### src/sv/mfu_pkg.sv
// Shared types and constants for the MAC / LIF / fusion execution unit.
// No dependencies; all other files but the two channel interfaces import this package.
package mfu_pkg;

   localparam logic [1:0] FUNC_MAC  = 2'd0;
   localparam logic [1:0] FUNC_LIF  = 2'd1;
   localparam logic [1:0] FUNC_FUSE = 2'd2;

   // Leak factor 95/100 and fusion weight range 127.
   localparam logic signed [15:0] LEAK_NUM  = 16'sd95;
   localparam logic signed [8:0]  FUSE_DEN  = 9'sd127;
   localparam logic signed [31:0] SPIKE_VAL = 32'sd127;
   localparam logic signed [10:0] BYTE_MAX  = 11'sd127;
   localparam logic signed [10:0] BYTE_MIN  = -11'sd128;

   // Reciprocals for truncating division of magnitudes: floor(x*R >> S).
   // Exact for magnitudes up to 24320 (leak) and 49024 (fusion).
   localparam logic [12:0] LEAK_RECIP = 13'd5243;
   localparam logic [16:0] FUSE_RECIP = 17'd66053;

   typedef struct packed {
      logic [1:0]         func;
      logic signed [7:0]  op_a;
      logic signed [7:0]  op_b;
      logic signed [7:0]  op_c;
      logic signed [31:0] accumulator;
   } op_type;

   typedef struct packed {
      logic [1:0]         func;
      logic signed [31:0] accumulator;
      logic signed [15:0] prod;
      logic               spike;
      logic signed [15:0] leak;
      logic signed [16:0] fuse;
   } mid_type;

endpackage

### src/sv/mfu_req_if.sv
// Operation channel: valid/ready handshake with the operand payload.
// Uses no package.
interface mfu_req_if;
   logic               valid;
   logic               ready;
   logic [1:0]         func;
   logic signed [7:0]  op_a;
   logic signed [7:0]  op_b;
   logic signed [7:0]  op_c;
   logic signed [31:0] accumulator;

   modport source(output valid, func, op_a, op_b, op_c, accumulator, input ready);
   modport sink(input valid, func, op_a, op_b, op_c, accumulator, output ready);
endinterface

### src/sv/mfu_rsp_if.sv
// Result channel: valid/ready handshake with one signed 32-bit result.
// Uses no package.
interface mfu_rsp_if;
   logic               valid;
   logic               ready;
   logic signed [31:0] result;

   modport source(output valid, result, input ready);
   modport sink(input valid, result, output ready);
endinterface

### src/sv/mfu_prod.sv
// First stage logic: the byte products, the membrane sum, the leak product and the spike compare.
// Depends on mfu_pkg.
module mfu_prod
   import mfu_pkg::*;
(
   input  op_type  op,
   output mid_type mid
);

   logic signed [8:0] pot;
   logic signed [8:0] wgt;

   always_comb begin
      pot = 9'(op.op_a) + 9'(op.op_b);
      // The complementary weight ranges 0..255 for a signed weight.
      wgt = FUSE_DEN - 9'(op.op_c);

      mid.func        = op.func;
      mid.accumulator = op.accumulator;
      mid.prod        = 16'(op.op_a) * 16'(op.op_b);
      mid.spike       = (pot >= 9'(op.op_c));
      mid.leak        = 16'(pot) * LEAK_NUM;
      mid.fuse        = 17'(op.op_a) * 17'(op.op_c) + 17'(op.op_b) * 17'(wgt);
   end

endmodule

### src/sv/mfu_scale.sv
// Second stage logic: accumulate, truncating divisions by 100 and 127,
// clipping to a signed byte and result selection. Depends on mfu_pkg.
module mfu_scale
   import mfu_pkg::*;
(
   input  mid_type            mid,
   output logic signed [31:0] result
);

   logic              leak_neg;
   logic [14:0]       leak_mag;
   logic [27:0]       leak_prod;
   logic signed [10:0] leak_div;
   logic              fuse_neg;
   logic [15:0]       fuse_mag;
   logic [32:0]       fuse_prod;
   logic signed [10:0] fuse_div;

   function automatic logic signed [7:0] clip8(input logic signed [10:0] x);
      logic signed [10:0] y;
      y = x;
      if (x > BYTE_MAX) y = BYTE_MAX;
      if (x < BYTE_MIN) y = BYTE_MIN;
      return 8'(y);
   endfunction

   always_comb begin
      // Divide the magnitude and restore the sign, which truncates toward zero.
      leak_neg  = mid.leak[15];
      leak_mag  = 15'(leak_neg ? -mid.leak : mid.leak);
      leak_prod = 28'(leak_mag) * 28'(LEAK_RECIP);
      leak_div  = 11'(leak_prod[27:19]);
      if (leak_neg) leak_div = -leak_div;

      fuse_neg  = mid.fuse[16];
      fuse_mag  = 16'(fuse_neg ? -mid.fuse : mid.fuse);
      fuse_prod = 33'(fuse_mag) * 33'(FUSE_RECIP);
      fuse_div  = 11'(fuse_prod[32:23]);
      if (fuse_neg) fuse_div = -fuse_div;

      case (mid.func)
         FUNC_MAC: begin
            result = mid.accumulator + 32'(mid.prod);
         end
         FUNC_LIF: begin
            result = mid.spike ? SPIKE_VAL : 32'(clip8(leak_div));
         end
         FUNC_FUSE: begin
            result = 32'(clip8(fuse_div));
         end
         default: begin
            result = '0;
         end
      endcase
   end

endmodule

### src/sv/custom_mac_lif_fusion_unit_top.sv
// Execution unit for multiply-accumulate, leaky integrate-and-fire and
// attention fusion operations.
//
// req_chan carries one operation per beat (func, op_a, op_b, op_c,
// accumulator); rsp_chan returns one signed 32-bit result per beat, in
// order. A beat moves at a rising edge with valid and ready both high.
//
// The block is a three-register pipeline: operand register, product
// register after the byte multipliers, and result register after the
// reciprocal dividers and the clip. An accepted operation passes through the
// product register and then the result register before its result is offered,
// and one operation is taken every cycle while rsp_chan.ready stays high.
//
// When the receiver holds rsp_chan.ready low, the stages fill up behind the
// waiting result; req_chan.ready drops only once every stage is occupied,
// and no beat is lost. Reset, synchronous and active high, empties the
// pipeline; there is no other state.
//
// Depends on mfu_pkg, mfu_req_if, mfu_rsp_if, mfu_prod and mfu_scale.
module custom_mac_lif_fusion_unit_top
   import mfu_pkg::*;
(
   input  logic       clock,
   input  logic       reset,
   mfu_req_if.sink    req_chan,
   mfu_rsp_if.source  rsp_chan
);

   op_type             op_ff, op_in;
   logic               op_valid_ff, op_valid_in;
   mid_type            mid_ff, mid_in;
   mid_type            mid_comb;
   logic               mid_valid_ff, mid_valid_in;
   logic signed [31:0] result_ff, result_in;
   logic signed [31:0] result_comb;
   logic               rsp_valid_ff, rsp_valid_in;
   logic               rsp_free, mid_free, op_free;

   mfu_prod u_prod (
      .op  (op_ff),
      .mid (mid_comb)
   );

   mfu_scale u_scale (
      .mid    (mid_ff),
      .result (result_comb)
   );

   // A stage may load when it is empty or when its content moves on.
   assign rsp_free = !rsp_valid_ff || rsp_chan.ready;
   assign mid_free = !mid_valid_ff || rsp_free;
   assign op_free  = !op_valid_ff || mid_free;

   assign req_chan.ready  = op_free;
   assign rsp_chan.valid  = rsp_valid_ff;
   assign rsp_chan.result = result_ff;

   always_comb begin
      op_in        = op_ff;
      op_valid_in  = op_valid_ff;
      mid_in       = mid_ff;
      mid_valid_in = mid_valid_ff;
      result_in    = result_ff;
      rsp_valid_in = rsp_valid_ff;

      if (op_free) begin
         op_valid_in       = req_chan.valid;
         op_in.func        = req_chan.func;
         op_in.op_a        = req_chan.op_a;
         op_in.op_b        = req_chan.op_b;
         op_in.op_c        = req_chan.op_c;
         op_in.accumulator = req_chan.accumulator;
      end
      if (mid_free) begin
         mid_valid_in = op_valid_ff;
         mid_in       = mid_comb;
      end
      if (rsp_free) begin
         rsp_valid_in = mid_valid_ff;
         result_in    = result_comb;
      end
   end

   always_ff @(posedge clock) begin
      if (reset) begin
         op_valid_ff  <= 1'b0;
         mid_valid_ff <= 1'b0;
         rsp_valid_ff <= 1'b0;
      end else begin
         op_valid_ff  <= op_valid_in;
         mid_valid_ff <= mid_valid_in;
         rsp_valid_ff <= rsp_valid_in;
      end
   end

   always_ff @(posedge clock) begin
      op_ff     <= op_in;
      mid_ff    <= mid_in;
      result_ff <= result_in;
   end

endmodule

### src/flat_wrapper.sv
// flat-port wrapper written by rule: the top's interface ports become plain ports
module custom_mac_lif_fusion_unit_top_flat import mfu_pkg::*;
  (clock, reset, req_chan_valid, req_chan_func, req_chan_op_a, req_chan_op_b, req_chan_op_c, req_chan_accumulator, req_chan_ready, rsp_chan_valid, rsp_chan_result, rsp_chan_ready);
  mfu_req_if req_chan_i ();
  mfu_rsp_if rsp_chan_i ();
  input  logic clock;
  input  logic reset;
  input wire logic [$bits(req_chan_i.valid)-1:0] req_chan_valid;
  input wire logic [$bits(req_chan_i.func)-1:0] req_chan_func;
  input wire logic [$bits(req_chan_i.op_a)-1:0] req_chan_op_a;
  input wire logic [$bits(req_chan_i.op_b)-1:0] req_chan_op_b;
  input wire logic [$bits(req_chan_i.op_c)-1:0] req_chan_op_c;
  input wire logic [$bits(req_chan_i.accumulator)-1:0] req_chan_accumulator;
  output wire logic [$bits(req_chan_i.ready)-1:0] req_chan_ready;
  output wire logic [$bits(rsp_chan_i.valid)-1:0] rsp_chan_valid;
  output wire logic [$bits(rsp_chan_i.result)-1:0] rsp_chan_result;
  input wire logic [$bits(rsp_chan_i.ready)-1:0] rsp_chan_ready;
  assign req_chan_i.valid = req_chan_valid;
  assign req_chan_i.func = req_chan_func;
  assign req_chan_i.op_a = req_chan_op_a;
  assign req_chan_i.op_b = req_chan_op_b;
  assign req_chan_i.op_c = req_chan_op_c;
  assign req_chan_i.accumulator = req_chan_accumulator;
  assign req_chan_ready = req_chan_i.ready;
  assign rsp_chan_valid = rsp_chan_i.valid;
  assign rsp_chan_result = rsp_chan_i.result;
  assign rsp_chan_i.ready = rsp_chan_ready;
  custom_mac_lif_fusion_unit_top u_core (.clock(clock), .reset(reset), .req_chan(req_chan_i), .rsp_chan(rsp_chan_i));
endmodule
### config.mk
export PLATFORM = sky130hd
export DESIGN_NAME = custom_mac_lif_fusion_unit_top_flat
export DESIGN_NICKNAME = d
export VERILOG_FILES = /design/src/sv/mfu_pkg.sv /design/src/sv/mfu_req_if.sv /design/src/sv/mfu_rsp_if.sv /design/src/sv/mfu_prod.sv /design/src/sv/mfu_scale.sv /design/src/sv/custom_mac_lif_fusion_unit_top.sv /design/src/flat_wrapper.sv
export SDC_FILE = /design/constraint.sdc
export NUM_CORES = 1
export LEC_CHECK = 0
export BUFFER_PORTS_ARGS = -buffer_cell sky130_fd_sc_hd__buf_2
export CAP_MARGIN = 20
export CORE_ASPECT_RATIO = 1.75
export CORE_MARGIN = 2
export CORE_UTILIZATION = 55
export CTS_BUF_LIST = sky130_fd_sc_hd__clkbuf_2
export DETAILED_ROUTE_END_ITERATION = 12
export PLACE_DENSITY = 0.83
export SLEW_MARGIN = 20
export SYNTH_ARGS = -nofsm -noshare
export SYNTH_HDL_FRONTEND = slang
export SYNTH_HIERARCHICAL = 1
export SYNTH_SLANG_ARGS = --single-unit
### constraint.sdc
create_clock -name clock -period 7.2 [get_ports clock]
set_clock_uncertainty 0.05 [all_clocks]
set_input_delay 0.72 -clock clock [delete_from_list [all_inputs] [get_ports clock]]
set_output_delay 0.72 -clock clock [all_outputs]
set_load 0.02 [all_outputs]
==> results list <==
- The run finished, with violations left.
- Violations in the final reports: negative setup slack
* Weighted congestion at the end of routability-driven global placement: 0.966
- Yosys reg bits: 177
- Highest Clock Rate: 136 MHz
* Detailed placement HPWL: 46100 µm
* Number of DRC markers in iteration 0: 1169
- Cell depth of the worst hold path: 0
- For this run, the leading register cell type out of synthesis is edfxtp_1.
* Average wire length per cell after detail routing: 18.7 µm
* Total global-route track usage: 27.0%
* Number of enable-type register cells in the synthesized netlist: 174
- Site row count: 101
- Setup repair after global routing could not meet its margin everywhere.
* Register cell area after layout: 0.00529 mm²
* Width of the chip: 162 µm
- Number of nets produced by synthesis: 3107
* Tmin final: 7360 ps
- TritonCTS built the clock tree.
- Most frequent standard cell in the layout excluding fill and tap cells: inv_1
- During I/O placement, the number of pins put on the boundary was 96.
* Required time of the critical path: 7820 ps
- Asr flop ratio synth: 0%
* Number of placed cells counting well taps: 3110
- CTS built an H-tree with a depth of 4.
* Remaining design rule violation count: 0
- Of all cell types, the one taking the most synthesized area is fa_1.
- Clock latency on the worst-skew pair: 960 ps
- The die is 281 µm tall.
- The worst register-to-register path has a depth of 31.
* Average footprint of a synthesized cell: 10.1 µm²
- The final route contains 18400 vias.
- Top cells by area, synth: fa_1, edfxtp_1, ha_1
- Initial Utilization: 55.7%
- The final layout contains routed wiring with a total length of 60200 µm.
* Fin nets: 3355
- The first global-routing pass estimated 96800 µm of wire.
- In the synthesized netlist, the number of instances is 2396.
- Clock Pin Slew Worst Setup and Hold Paths: 410 ps
- Dividing the detail-routed via count by the number of cells gives 5.69.
- The die covers 0.0457 mm².
- Critical path fanouts, max: 7
* Number of setup violations in the final report: 32
- In the final layout, the multi-input gates occupy 0.0171 mm².
* Critical-path top delay cell: fa_1
* Root Driver: clkbuf_2
- Rel. slew slack: 45.8%
- The pre-antenna-repair detailed-routing pass consisted of 6 iterations.
- The cell that appears most often on the critical path is fa_1.
- The number of antenna violations at the first check in global routing came to 1.
- Peak per-stage delay on the critical path: 540 ps
* Setup WS post-layout: -160 ps
* Max-cap violations: 0
* Class of the most critical setup path: reg2reg
- Excluding fillers, the count of instances in the completed layout stands at 3224.
- Transition time at the pin with the least slew margin: 812 ps
* Top-area cell type share of the netlist area: 23.5%
* Capturing point of the worst reg2reg path: u_core/rsp_chan.result[18]$_DFFE_PP_
- Crit end category: flop
- Share of cells above drive strength 1: 14.8%
* Total overflow reported by the global router: 0
* Clock buffer depth: 2
- Crit path from: u_core/mid_ff[21]$_DFFE_PP_
- The area growth from synthesis to layout is 14.0%.
- The final critical path takes up 102% of the cycle.
* Residual antenna-violating net count after detailed routing: 0
- Following the worst setup path forward leads to its endpoint at u_core/rsp_chan.result[18]$_DFFE_PP_.
- The synthesized netlist contains 90 unique library cells.
- Minimum hold slack: 340 ps
- Data arrives at the worst endpoint at 7990 ps.
- Core area: 0.0433 mm²
- Clock buffer count from CTS: 17
- During placement, the flow inserted port buffers numbering 95.
- Count of warnings emitted by yosys: 6
- The final max-slew violation count came to 0.
- Worst setup SP type: flop
- Post-synthesis instance area: 0.0242 mm²
- The worst register-to-register path begins at u_core/mid_ff[21]$_DFFE_PP_.
- TritonCTS Sinks: 177
* Layout Utilization: 63.5%
- Vias in the first global route: 20400
* Place WS: -410 ps
- Fill count: 3208
* Most frequent cells in the layout: inv_1, ha_1, fa_1, edfxtp_1, buf_4
- Sequential element share of the synthesized area: 21.9%
- Largest net degree at the start of global routing: 86
- Final-report hold violation count: 0
- In this run the worst hold path is classified as reg2reg.
- Internal reg-to-reg setup slack: -160 ps
==> critical path, delay by kind of cell (launching register included) <==
kind                     cells  cell delay [ps]
XOR/XNOR                     2              420
AND/OR/NAND/NOR              5              740
adder cells (fa/ha/maj)      6             2460
buffers and inverters        8              980
flip-flops                   1              510
AO/OA/AOI/OAI               10             1940
==> logic make-up after synthesis <==
kind of cell | Yosys count | share of synthesized area, %
adder cells (fa/ha/maj) | 649 | 42.4
buffers and inverters | 572 | 9.57
AND/OR/NAND/NOR | 487 | 10.4
AO/OA/AOI/OAI | 362 | 10.2
flip-flops | 177 | 21.9
XOR/XNOR | 140 | 5.11
multiplexers | 8 | 0.368
other | 1 | 0.0155
==> flip-flops by register name (all words and copies together), names as in the netlist <==
name and count:
u_core/rsp_chan.valid 1, u_core/mid_ff 84, u_core/rsp_chan.result 32, u_core/mid_valid_ff 1, u_core/op_valid_ff 1, u_core/op_ff 58
==> synth_stat cells, types with 5 or more instances <==
cell	number
ha_1	365
inv_1	494
clkbuf_1	33
nand2b_1	33
and2_1	79
and3_1	8
nor2_1	71
a21o_1	40
o31ai_1	8
a21oi_1	81
buf_4	35
o21bai_1	15
o221ai_1	8
o41ai_1	8
nor3_1	23
a2111oi_0	5
or2_2	7
edfxtp_1	174
o21ai_1	10
or4_1	7
o21ai_0	76
a211o_1	6
or3_1	6
o21a_1	14
nand4_1	11
xnor2_1	89
a211oi_1	13
o211ai_1	18
nand3_1	28
nor2b_1	41
nand2_1	142
nor4_1	8
fa_1	284
xor2_1	50
a31oi_1	14
==> cell type report <==
type	instances	area share, %
Multi-Input combinational cell	1647	62.2
Sequential cell	177	19.2
Timing Repair Buffer	305	8.21
Inverter	496	6.76
Tap cell	566	2.57
Clock inverter	15	0.736
Clock buffer	17	0.309
Antenna cell	1	0.00909
==> per-layer routing <==
layer / GRT usage, % / part of all wire [%] / vias to the layer above
li1: - / - / 8380
met1: 25.7 / 33 / 9009
met2: 52.5 / 56 / 671
met3: 2.91 / 3.7 / 299
met4: 19.4 / 7.9 / 0
met5: 0 / 0 / -
==> worst min-delay path by stage <==
stage                                     from                                to  slack, ps
2_1_floorplan  u_core/op_valid_ff$_SDFFE_PP0P_  u_core/mid_valid_ff$_SDFFE_PP0P_        370
3_3_place_gp        u_core/op_ff[31]$_DFFE_PP_       u_core/mid_ff[81]$_DFFE_PP_        350
3_5_place_dp        u_core/op_ff[24]$_DFFE_PP_       u_core/mid_ff[74]$_DFFE_PP_        350
4_1_cts                       req_chan_op_a[0]        u_core/op_ff[48]$_DFFE_PP_        340
5_1_grt             u_core/op_ff[31]$_DFFE_PP_       u_core/mid_ff[81]$_DFFE_PP_        350
6_report            u_core/op_ff[31]$_DFFE_PP_       u_core/mid_ff[81]$_DFFE_PP_        340
==> metrics by stage <==
stage / TNS, ps / cell area, µm²
after floorplan: 0 / 24200
after global placement: -5280 / 25900
after detailed placement: -9260 / 25900
after CTS: -663 / 27200
after global routing: -14190 / 27500
final: -3290 / 27500
==> what timing repair did <==
item | CTS | global route
hold buffers | 60 | 0
endpoints found under the setup margin | 32 | 32
cloned | 1 | 2
pin swaps | 39 | 14
endpoints found under the hold margin | 61 | 0
resized for setup | 73 | 36
buffers inserted | 11 | 8
Power is not shown: default switching activity piles up to over one toggle a cycle in this logic, so the estimate is an artifact.
